**src/rtl/button_press_classifier_core_assert.svh**
```systemverilog
// assertion macros for the button press classifier
// no dependencies; included by the top level
`ifndef BUTTON_PRESS_CLASSIFIER_CORE_ASSERT_SVH
`define BUTTON_PRESS_CLASSIFIER_CORE_ASSERT_SVH
`ifndef SYNTHESIS
`define BPC_ASSERT(lbl, clk, rst_n, prop) \
    lbl: assert property (@(posedge clk) disable iff (!rst_n) prop) \
        else $error("bpc assertion failed");
`define BPC_ASSERT_ALWAYS(lbl, clk, prop) \
    lbl: assert property (@(posedge clk) prop) \
        else $error("bpc assertion failed");
`else
`define BPC_ASSERT(lbl, clk, rst_n, prop)
`define BPC_ASSERT_ALWAYS(lbl, clk, prop)
`endif
`endif

```
**src/rtl/bpc_pkg.sv**
```systemverilog
// shared types and constants for the button press classifier
// no dependencies
package bpc_pkg;

    localparam int unsigned TIME_W  = 32;
    localparam int unsigned MS_W    = 16;
    localparam int unsigned CFG_IDX_W = 3;
    localparam int unsigned EVENT_W = 2;
    localparam int unsigned PHASE_W = 2;

    // register indexes
    localparam logic [CFG_IDX_W-1:0] CFG_DEBOUNCE      = 3'd0;
    localparam logic [CFG_IDX_W-1:0] CFG_LONG_PRESS    = 3'd1;
    localparam logic [CFG_IDX_W-1:0] CFG_DOUBLE_GAP    = 3'd2;
    localparam logic [CFG_IDX_W-1:0] CFG_SETTLE        = 3'd3;
    localparam logic [CFG_IDX_W-1:0] CFG_PRESSED_LEVEL = 3'd4;

    // register reset values
    localparam logic [MS_W-1:0] RST_DEBOUNCE   = 16'd50;
    localparam logic [MS_W-1:0] RST_LONG_PRESS = 16'd2000;
    localparam logic [MS_W-1:0] RST_DOUBLE_GAP = 16'd250;
    localparam logic [MS_W-1:0] RST_SETTLE     = 16'd500;
    localparam logic            RST_PRESSED_LEVEL = 1'b0;

    // event codes
    localparam logic [EVENT_W-1:0] EV_NONE   = 2'd0;
    localparam logic [EVENT_W-1:0] EV_SHORT  = 2'd1;
    localparam logic [EVENT_W-1:0] EV_LONG   = 2'd2;
    localparam logic [EVENT_W-1:0] EV_DOUBLE = 2'd3;

    // phase codes; the fourth code behaves as idle
    localparam logic [PHASE_W-1:0] PH_IDLE     = 2'd0;
    localparam logic [PHASE_W-1:0] PH_HELD     = 2'd1;
    localparam logic [PHASE_W-1:0] PH_RELEASED = 2'd2;
    localparam logic [PHASE_W-1:0] PH_UNUSED   = 2'd3;

    typedef struct packed {
        logic [MS_W-1:0] debounce_ms;
        logic [MS_W-1:0] long_press_ms;
        logic [MS_W-1:0] double_gap_ms;
        logic [MS_W-1:0] settle_ms;
        logic            pressed_level;
    } t_cfg;

    typedef struct packed {
        logic [PHASE_W-1:0] phase;
        logic               short_fired;
        logic               long_fired;
        logic               double_fired;
    } t_status;

endpackage

```
**src/rtl/bpc_cfg.sv**
```systemverilog
// configuration register file for the button press classifier
// depends on bpc_pkg
module bpc_cfg (
    input  logic                           i_clk,
    input  logic                           i_rst_n,
    input  logic                           i_cfg_valid,
    input  logic [bpc_pkg::CFG_IDX_W-1:0]  i_cfg_index,
    input  logic [bpc_pkg::MS_W-1:0]       i_cfg_data,
    output bpc_pkg::t_cfg                  o_cfg
);
    import bpc_pkg::*;

    t_cfg r_cfg;
    t_cfg n_cfg;

    always_comb begin
        n_cfg = r_cfg;
        if (i_cfg_valid) begin
            case (i_cfg_index)
                CFG_DEBOUNCE:      n_cfg.debounce_ms   = i_cfg_data;
                CFG_LONG_PRESS:    n_cfg.long_press_ms = i_cfg_data;
                CFG_DOUBLE_GAP:    n_cfg.double_gap_ms = i_cfg_data;
                CFG_SETTLE:        n_cfg.settle_ms     = i_cfg_data;
                CFG_PRESSED_LEVEL: n_cfg.pressed_level = i_cfg_data[0];
                default:           n_cfg = r_cfg;
            endcase
        end
    end

    always_ff @(posedge i_clk) begin
        if (!i_rst_n) begin
            r_cfg.debounce_ms   <= RST_DEBOUNCE;
            r_cfg.long_press_ms <= RST_LONG_PRESS;
            r_cfg.double_gap_ms <= RST_DOUBLE_GAP;
            r_cfg.settle_ms     <= RST_SETTLE;
            r_cfg.pressed_level <= RST_PRESSED_LEVEL;
        end else begin
            r_cfg <= n_cfg;
        end
    end

    assign o_cfg = r_cfg;

endmodule

```
**src/rtl/bpc_fsm.sv**
```systemverilog
// phase machine and event decision for one poll
// depends on bpc_pkg
module bpc_fsm (
    input  logic                        i_clk,
    input  logic                        i_rst_n,
    input  logic                        i_step,
    input  logic [bpc_pkg::TIME_W-1:0]  i_now_ms,
    input  logic                        i_pin_level,
    input  bpc_pkg::t_cfg               i_cfg,
    output logic [bpc_pkg::EVENT_W-1:0] o_event_code,
    output bpc_pkg::t_status            o_status
);
    import bpc_pkg::*;

    t_status             r_st;
    t_status             n_st;
    logic [TIME_W-1:0]   r_start;
    logic [TIME_W-1:0]   n_start;
    logic [TIME_W-1:0]   elapsed;
    logic                pressed;
    logic                gt_debounce;
    logic                gt_long;
    logic                gt_double;
    logic                gt_settle;
    logic [EVENT_W-1:0]  ev;

    // elapsed time wraps modulo 2^32
    assign elapsed     = i_now_ms - r_start;
    assign pressed     = (i_pin_level == i_cfg.pressed_level);
    assign gt_debounce = elapsed > {{(TIME_W-MS_W){1'b0}}, i_cfg.debounce_ms};
    assign gt_long     = elapsed > {{(TIME_W-MS_W){1'b0}}, i_cfg.long_press_ms};
    assign gt_double   = elapsed > {{(TIME_W-MS_W){1'b0}}, i_cfg.double_gap_ms};
    assign gt_settle   = elapsed > {{(TIME_W-MS_W){1'b0}}, i_cfg.settle_ms};

    always_comb begin
        n_st    = r_st;
        n_start = r_start;
        ev      = EV_NONE;
        case (r_st.phase)
            PH_HELD: begin
                if (pressed) begin
                    if (gt_long && !r_st.long_fired) begin
                        ev              = EV_LONG;
                        n_st.long_fired = 1'b1;
                    end
                end else begin
                    if (gt_debounce && !r_st.short_fired && !r_st.long_fired) begin
                        ev               = EV_SHORT;
                        n_st.short_fired = 1'b1;
                    end
                    n_st.phase = PH_RELEASED;
                end
            end
            PH_RELEASED: begin
                if (pressed) begin
                    if (gt_double && !r_st.double_fired) begin
                        ev                = EV_DOUBLE;
                        n_st.double_fired = 1'b1;
                    end
                end else if (gt_settle) begin
                    n_st.phase        = PH_IDLE;
                    n_st.short_fired  = 1'b0;
                    n_st.long_fired   = 1'b0;
                    n_st.double_fired = 1'b0;
                end
            end
            default: begin
                if (pressed && gt_debounce) begin
                    n_st.phase = PH_HELD;
                    n_start    = i_now_ms;
                end
            end
        endcase
    end

    always_ff @(posedge i_clk) begin
        if (!i_rst_n) begin
            r_st.phase        <= PH_IDLE;
            r_st.short_fired  <= 1'b0;
            r_st.long_fired   <= 1'b0;
            r_st.double_fired <= 1'b0;
            r_start           <= '0;
        end else if (i_step) begin
            r_st    <= n_st;
            r_start <= n_start;
        end
    end

    assign o_event_code = ev;
    assign o_status     = r_st;

endmodule

```
**src/rtl/button_press_classifier_core.sv**
```systemverilog
// top level of the button press classifier: input register, phase machine, result register
// depends on bpc_pkg, bpc_cfg, bpc_fsm and button_press_classifier_core_assert.svh
//
// channel  | direction | handshake              | payload
// ---------+-----------+------------------------+--------------------------
// input    | in        | i_valid / o_stall      | i_now_ms, i_pin_level
// result   | out       | o_valid / i_stall      | o_event_code
// config   | in        | i_cfg_valid / o_cfg_ready | i_cfg_index, i_cfg_data
//
// one poll per cycle while o_stall is low; each poll yields one result
// (input register, then phase compare into the result register)
// o_stall rises only when the input register holds a poll and the result register is stalled
// synchronous active-low reset clears control state and restores register defaults
// config writes are always ready and take effect the following cycle
`include "button_press_classifier_core_assert.svh"
module button_press_classifier_core (
    input  logic                           i_clk,
    input  logic                           i_rst_n,
    input  logic                           i_valid,
    output logic                           o_stall,
    input  logic [bpc_pkg::TIME_W-1:0]     i_now_ms,
    input  logic                           i_pin_level,
    output logic                           o_valid,
    input  logic                           i_stall,
    output logic [bpc_pkg::EVENT_W-1:0]    o_event_code,
    input  logic                           i_cfg_valid,
    output logic                           o_cfg_ready,
    input  logic [bpc_pkg::CFG_IDX_W-1:0]  i_cfg_index,
    input  logic [bpc_pkg::MS_W-1:0]       i_cfg_data
);
    import bpc_pkg::*;

    logic               r_in_valid;
    logic [TIME_W-1:0]  r_now_ms;
    logic               r_pin_level;
    logic               r_out_valid;
    logic [EVENT_W-1:0] r_event;
    logic               n_in_valid;
    logic               n_out_valid;
    logic               out_ready;
    logic               advance;
    logic               in_accept;
    logic [EVENT_W-1:0] fsm_event;
    t_cfg               cfg;
    t_status            status;
    logic               any_fired;
    logic               long_out;

    assign out_ready = !r_out_valid || !i_stall;
    assign advance   = r_in_valid && out_ready;
    assign o_stall   = r_in_valid && !out_ready;
    assign in_accept = i_valid && !o_stall;

    assign n_in_valid  = in_accept ? 1'b1 : (advance ? 1'b0 : r_in_valid);
    assign n_out_valid = out_ready ? advance : r_out_valid;

    bpc_cfg u_cfg (
        .i_clk       (i_clk),
        .i_rst_n     (i_rst_n),
        .i_cfg_valid (i_cfg_valid),
        .i_cfg_index (i_cfg_index),
        .i_cfg_data  (i_cfg_data),
        .o_cfg       (cfg)
    );

    bpc_fsm u_fsm (
        .i_clk        (i_clk),
        .i_rst_n      (i_rst_n),
        .i_step       (advance),
        .i_now_ms     (r_now_ms),
        .i_pin_level  (r_pin_level),
        .i_cfg        (cfg),
        .o_event_code (fsm_event),
        .o_status     (status)
    );

    always_ff @(posedge i_clk) begin
        if (!i_rst_n) begin
            r_in_valid  <= 1'b0;
            r_out_valid <= 1'b0;
        end else begin
            r_in_valid  <= n_in_valid;
            r_out_valid <= n_out_valid;
        end
    end

    // payload registers
    always_ff @(posedge i_clk) begin
        if (in_accept) begin
            r_now_ms    <= i_now_ms;
            r_pin_level <= i_pin_level;
        end
        if (advance) begin
            r_event <= fsm_event;
        end
    end

    assign o_valid      = r_out_valid;
    assign o_event_code = r_event;
    assign o_cfg_ready  = 1'b1;

    assign any_fired = status.short_fired || status.long_fired || status.double_fired;
    assign long_out  = r_out_valid && (r_event == EV_LONG);

    `BPC_ASSERT(a_stall_needs_item, i_clk, i_rst_n, o_stall |-> r_in_valid)
    `BPC_ASSERT(a_idle_flags_clear, i_clk, i_rst_n, (status.phase == PH_IDLE) |-> !any_fired)
    `BPC_ASSERT(a_double_in_released, i_clk, i_rst_n, status.double_fired |-> (status.phase == PH_RELEASED))
    `BPC_ASSERT(a_long_event_flagged, i_clk, i_rst_n, long_out |-> status.long_fired)
    `BPC_ASSERT_ALWAYS(a_phase_reachable, i_clk, !i_rst_n || (status.phase != PH_UNUSED))

endmodule

```
**config.mk**
```make
export PLATFORM = sky130hd
export DESIGN_NAME = button_press_classifier_core
export DESIGN_NICKNAME = d
export VERILOG_FILES = /design/src/rtl/bpc_pkg.sv /design/src/rtl/bpc_cfg.sv /design/src/rtl/bpc_fsm.sv /design/src/rtl/button_press_classifier_core.sv
export VERILOG_INCLUDE_DIRS = /design/src /design/src/rtl
export SDC_FILE = /design/constraint.sdc
export NUM_CORES = 1
export LEC_CHECK = 0
export BUFFER_PORTS_ARGS = -buffer_cell sky130_fd_sc_hd__clkbuf_2
export CAP_MARGIN = 20
export CORE_MARGIN = 3
export CORE_UTILIZATION = 50
export DETAILED_ROUTE_END_ITERATION = 8
export PLACE_DENSITY = 0.65
export SETUP_SLACK_MARGIN = 0.15
export SKIP_LAST_GASP = 1
export SYNTH_ARGS = -nofsm -noshare
export SYNTH_HDL_FRONTEND = slang
export SYNTH_SLANG_ARGS = --single-unit
export TNS_END_PERCENT = 1
```
**constraint.sdc**
```tcl
create_clock -name i_clk -period 5.8 [get_ports i_clk]
set_clock_uncertainty 0.2 [all_clocks]
set_input_delay 0.29 -clock i_clk [delete_from_list [all_inputs] [get_ports i_clk]]
set_output_delay 0.29 -clock i_clk [all_outputs]
set_load 0.02 [all_outputs]
```
# Yosys cells after proc, flatten, opt, wreduce, memory -nomap -nowiden
# Cells that the tools add are included.
dict set report totals {
  inputBits 57
  mem_count 0
  reg_bits 139
  word_cells 86
  ramBits 0
  latch_bits 0
  mem_bits_ro 0
}
dict set report classes {
  eq_ne 14
  magnitude_cmp 4
  n_addsub 1
  n_reduce_logical 32
  div_mod_pow 0
  shift 0
  mul 0
  n_mux 19
  n_bitwise 1
}
# op n
set ops {}
lappend ops {{$gt A32 B16 Y1} 4}
lappend ops {{$sub A32 B32 Y32} 1}
lappend ops {{$pmux W2 S2} 3}
lappend ops {{$reduce_and A6 Y1} 2}
lappend ops {{$mux W2} 5}
lappend ops {{$reduce_and A2 Y1} 5}
lappend ops {{$logic_and A1 B1 Y1} 8}
lappend ops {{$mux W1} 8}
lappend ops {{$ne A2 B1 Y1 const B} 4}
lappend ops {{$logic_not A1 Y1} 7}
lappend ops {{$eq A3 B2 Y1 const B} 2}
lappend ops {{$ne A2 B2 Y1 const B} 3}
lappend ops {{$reduce_bool A2 Y1} 3}
lappend ops {{$mux W5} 1}
lappend ops {{$reduce_and A5 Y1} 1}
lappend ops {{$mux W4} 1}
lappend ops {{$reduce_and A4 Y1} 1}
lappend ops {{$eq A3 B1 Y1 const B} 1}
lappend ops {{$eq A3 B3 Y1 const B} 1}
lappend ops {{$logic_not A3 Y1} 1}
lappend ops {{$mux W3} 1}
lappend ops {{$reduce_and A3 Y1} 1}
lappend ops {{$reduce_bool A3 Y1} 1}
lappend ops {{$eq A2 B1 Y1 const B} 1}
lappend ops {{other kinds (5)} 5}

# Depth between registers and ports, before layout
dict set report depth {
  ltp_word 7
  depth_mapped 22
  mapped_depth_nobuf 22
}

# Modules after synthesis
# A second synthesis with hierarchy kept.
dict set report hier_totals {
  hier_cells 993
  hier_area_um2 9029.9
}
# module cells_per_inst seq_area_each_um2 instances area_each_um2
set modules_own_cells {}
lappend modules_own_cells {bpc_fsm 704 740.7 1 5348.9}
lappend modules_own_cells {bpc_cfg 244 1301.2 1 2534.9}
lappend modules_own_cells {button_press_classifier_core 45 1091.0 1 1146.1}

# Least setup slack after synthesis
# No wires, ideal clock.
dict set report synth_path {
  path_kind {register -> register}
  from {register r_now_ms[3]}
  to {register r_event[0] (netlist: o_event_code[0]), data pin}
  path_buffers 0
  setup_ns 0.267
  arrival_ns 3.663
  setup_slack_ns 1.670
  path_stages_with_launch 22
  path_cell_list {edfxtp_1 > ha_1 > a21o_1 > a21oi_1 > nand2_1 > a21o_1 > a21oi_1 > o21bai_1 > a21oi_1 > xnor2_1 > ha_1 > a21o_1 > a21oi_1 > nor2b_1 > o21ai_0 > nand2b_1 > a21oi_1 > o21ai_0 > a2111oi_0 > o21ai_0 > nand4b_1 > a21oi_1}
}
dict set report synth_via {
  elab_chain_cells 7
}
# item line_no
set synth_rtl {}
lappend synth_rtl {{start: declaration} button_press_classifier_core.sv:34} ;# logic [TIME_W-1:0] r_now_ms;
lappend synth_rtl {{start signal: assignment} button_press_classifier_core.sv:90} ;# r_now_ms <= i_now_ms;
lappend synth_rtl {{$sub A32 B32 Y32 *} bpc_fsm.sv:28} ;# assign elapsed = i_now_ms - r_start;
lappend synth_rtl {{$gt A32 B16 Y1} bpc_fsm.sv:30} ;# assign gt_debounce = elapsed > {{(TIME_W-MS_W){1'b0}}, i_cfg.debounce_ms};
lappend synth_rtl {{$logic_and A1 B1 Y1 (2 in series)} bpc_fsm.sv:47} ;# if (gt_debounce && !r_st.short_fired && !r_st.long_fired) begin
lappend synth_rtl {{$mux W1} bpc_fsm.sv:47}
lappend synth_rtl {{$mux W2} bpc_fsm.sv:41} ;# if (pressed) begin
lappend synth_rtl {{$pmux W2 S2 *} bpc_fsm.sv:39} ;# case (r_st.phase)
lappend synth_rtl {{via fsm_event[0]} button_press_classifier_core.sv:43} ;# logic [EVENT_W-1:0] fsm_event;
lappend synth_rtl {{end signal: assignment} button_press_classifier_core.sv:94} ;# r_event <= fsm_event;
lappend synth_rtl {{end: declaration} button_press_classifier_core.sv:37} ;# logic [EVENT_W-1:0] r_event;
# The timed path passes the listed nets; every way through them passes the cells marked *.
# A chain may end at the register's enable or synchronous reset.

# Worst setup path in the final report
dict set report layout_path {
  from {register r_now_ms[3]}
  to {register u_fsm.r_start[12]}
}
dict set report layout_via {
  elab_chain_cells 4
}
# item line_no
set layout_rtl {}
lappend layout_rtl {{$sub A32 B32 Y32} bpc_fsm.sv:28}
lappend layout_rtl {{$gt A32 B16 Y1} bpc_fsm.sv:30}
lappend layout_rtl {{$logic_and A1 B1 Y1} bpc_fsm.sv:68} ;# if (pressed && gt_debounce) begin
lappend layout_rtl {{$reduce_and A3 Y1 (no line)} -}
lappend layout_rtl {{end signal: assignment} bpc_fsm.sv:85} ;# r_start <= n_start;
lappend layout_rtl {{end: declaration} bpc_fsm.sv:17} ;# logic [TIME_W-1:0] r_start;
# Every way passes these cells.

==> flow_summary.toml <==
[logic_synthesis]
netlist_instances = 1019
yosysTopAreaCell = "dfxtp_1"
synthTopCellsByArea = "dfxtp_1, ha_1, edfxtp_1, nand2_1, inv_1"
synthFlopType = "dfxtp_1"
async_flop_share_pct = 0
synth_top_family_by_area = "compound AO/OA/AOI/OAI gates"
avgSynthCellArea_um2 = 8.69
synth_xor_area_share_pct = 2.28
yosys_warnings = 0
synthSimpleGateAreaFrac_pct = 18.3
synth_compound_gate_area_share_pct = 18.3
synth.net_count = 1174
synth_mux_area_share_pct = 4.42
yosysTopAreaCellShare_pct = 23.5
syn_area_um2 = 8850
ys_types = 62
synth_fa_ha_area_share_pct = 13.9
synth_most_common_cell = "nand2_1"
synth_seq_cells = 139
yosysSeqAreaShare_pct = 35.4
synth_edf_count = 35
synthTopCellsByCount = "nand2_1, inv_1, dfxtp_1"

[cts]
cts_tree = "done"
numCtsBuffers = 17
clkLatencyLatePin_ps = 430
root_buffer = "clkbuf_16"
cts_max_level = 4
clock_sinks = 139
clk_pin_slew_ps = 60
cts_resized = 0
clock_path_buffers = 2
post_cts_buffers = 0

[pwr]
p_leak_uw = 0.00433
power.density_cell_area_nw_per_um2 = 264
max-vdd-ir-drop_uv = 245

[routing]
avgViaCountPerCell = 5.35
antenna_left = 0
drt-pass1-iter-count = 5
drt-initial-drc-count = 568
routed_wl_mm = 21.0
wire_per_inst_um = 15.7
drc = 0
route.vias.total = 7190

[layout]
fin_nets = 1261
num_antenna_cells = 0
drive_above_1_share_pct = 9.12
syn_to_final_growth_pct = 16.4
fin_util_pct = 59.6

[timing]
period_needed_ps = 5030
fmax_mhz = 199
final.setup.worst_slack_ps = 768
worst_slew_margin_rel_pct = 33.8
holdWs_ps = 7.53
setup_viol = 0
worst_pin_slew_ps = 992
tns_ps = 0
rsz0062_at_grt = "false"
finalHoldViolCount = 0
fin_crit_sh_pct = 86.8
slew_viol_final = 0

[setup_path]
r2r_end = "u_fsm.r_start[12]"
r2r-start = "r_now_ms[3]"
cp.arrival_ps = 5150
cp_max_fo = 20
crit_path_end = "u_fsm.r_start[12]"
cp-end-kind = "flop"
rr_worst_depth = 19
worstSetupPathType = "reg -> reg"
reg2reg_slack_ps = 770
crit_required_ps = 5920
crit_start = "r_now_ms[3]"
crit_path_start_kind = "flop"

[global_route]
grt_overflow = 0
grt_usage_pct = 22.0
first_global_vias = 6818
grt_max_degree = 72
antenna_found_initial = 0
grt_pass1_wl_mm = 34.9

[min_path]
hold_path.class = "in -> reg"
min_path_cells = 3

[placement]
gp_congestion = 0.919
dp_hpwl_mm = 15.0
pre_cts_ws_ps = 805
port_buffers = 60

[outcome]
status = "complete, no violations"

[floorplan]
core_area_um2 = 17300
ios = 62
die_area_um2 = 19300
start_util_pct = 51.2
die_w_um = 139
die_height_um = 139
rows = 48

[flow_run]
drv_cap = 0
routing by layer:
layer | vias to the layer above | wire (um) | track usage (%)
met5 | - | 0 | 0
met4 | 0 | 267 | 4.99
met2 | 171 | 9200 | 33.4
met3 | 25 | 906 | 4.72
li1 | 3738 | - | -
met1 | 3256 | 10700 | 32.2
worst min path at each step:
stage / endpoint / slack (ps) / start
after floorplan: r_now_ms[0] / 190 / i_now_ms[0]
after global placement: u_cfg.o_cfg[38] / 250 / u_cfg.o_cfg[38]
after detailed placement: u_cfg.o_cfg[16] / 260 / u_cfg.o_cfg[16]
after CTS: u_cfg.o_cfg[1] / 1 / i_cfg_data[0]
after global routing: u_cfg.o_cfg[1] / 7 / i_cfg_data[0]
final: u_cfg.o_cfg[1] / 8 / i_cfg_data[0]
cell usage in the layout (no fill, tap or decap), drive strengths merged, types with 29 or more instances in the layout:
cell,count
clkbuf,84
nor2b,46
a21boi,45
nor2,35
a21oi,48
a21o,29
ha,97
dfxtp,104
nand2,152
mux2i,38
inv,105
edfxtp,35
dlygate4sd3,50
cell families (layout without fill, tap and decap cells):
group / Yosys count / in the layout
and+or+nand+nor: 333 / 333
adders and majority gates: 98 / 98
muxes: 39 / 39
DFF: 139 / 139
xor gates and xnor gates: 23 / 23
buffers and inverters: 150 / 250
other: 1 / 1
AOI/OAI and AO/OA: 236 / 236
stage by stage:
stage               cells  power [uW]  cell area, um2
floorplan            1019        1490            8850
global placement     1261        1630            9220
detailed placement   1261        1630            9220
CTS                  1343        2730           10300
global route         1344        2860           10300
finish               1344        2720           10300
power breakdown:
| group | internal [uW] | leakage [uW] | switching (uW) |
|---|---|---|---|
| Combinational | 259 | 0.00287 | 343 |
| Clock | 652 | 0.000272 | 415 |
| Sequential | 1030 | 0.00119 | 19.2 |
| Total | 1940 | 0.00433 | 777 |
state kept, by name, summed over array words and instances, names as in the netlist:
signal and cells:
o_event_code 2, o_valid 1, r_in_valid 1, r_now_ms 32, r_pin_level 1, u_cfg.o_cfg 65, u_fsm.o_status 5, u_fsm.r_start 32
final cells by class:
cell class | count | area [um2]
clock buffers | 24 | 472
clock inverters | 8 | 93.8
fillers | 1572 | 6990
inverters | 105 | 394
multi-input cells | 730 | 5080
flip-flops and latches | 139 | 3130
well taps | 225 | 282
repair buffers | 113 | 848
worst max-delay path, cell delays in order (launching register included):
cell	delay, ps
edfxtp_1	390
ha_1	380
a21o_1	200
a21oi_1	220
nand2_1	120
a21o_1	190
a21oi_1	220
o21bai_1	90
a21oi_1	170
xnor2_1	230
ha_1	320
a21o_1	180
a21o_1	170
a21oi_1	180
o211ai_1	120
o21ai_0	460
a21o_2	540
buf_12	260
mux2i_1	220
nor2b_1	60
timing repair:
item,4_1_cts,5_1_grt
endpoints found under the hold margin,92,0
setup endpoints to repair,0,0
hold buffers,50,0
(Power assumes the default switching activity.)
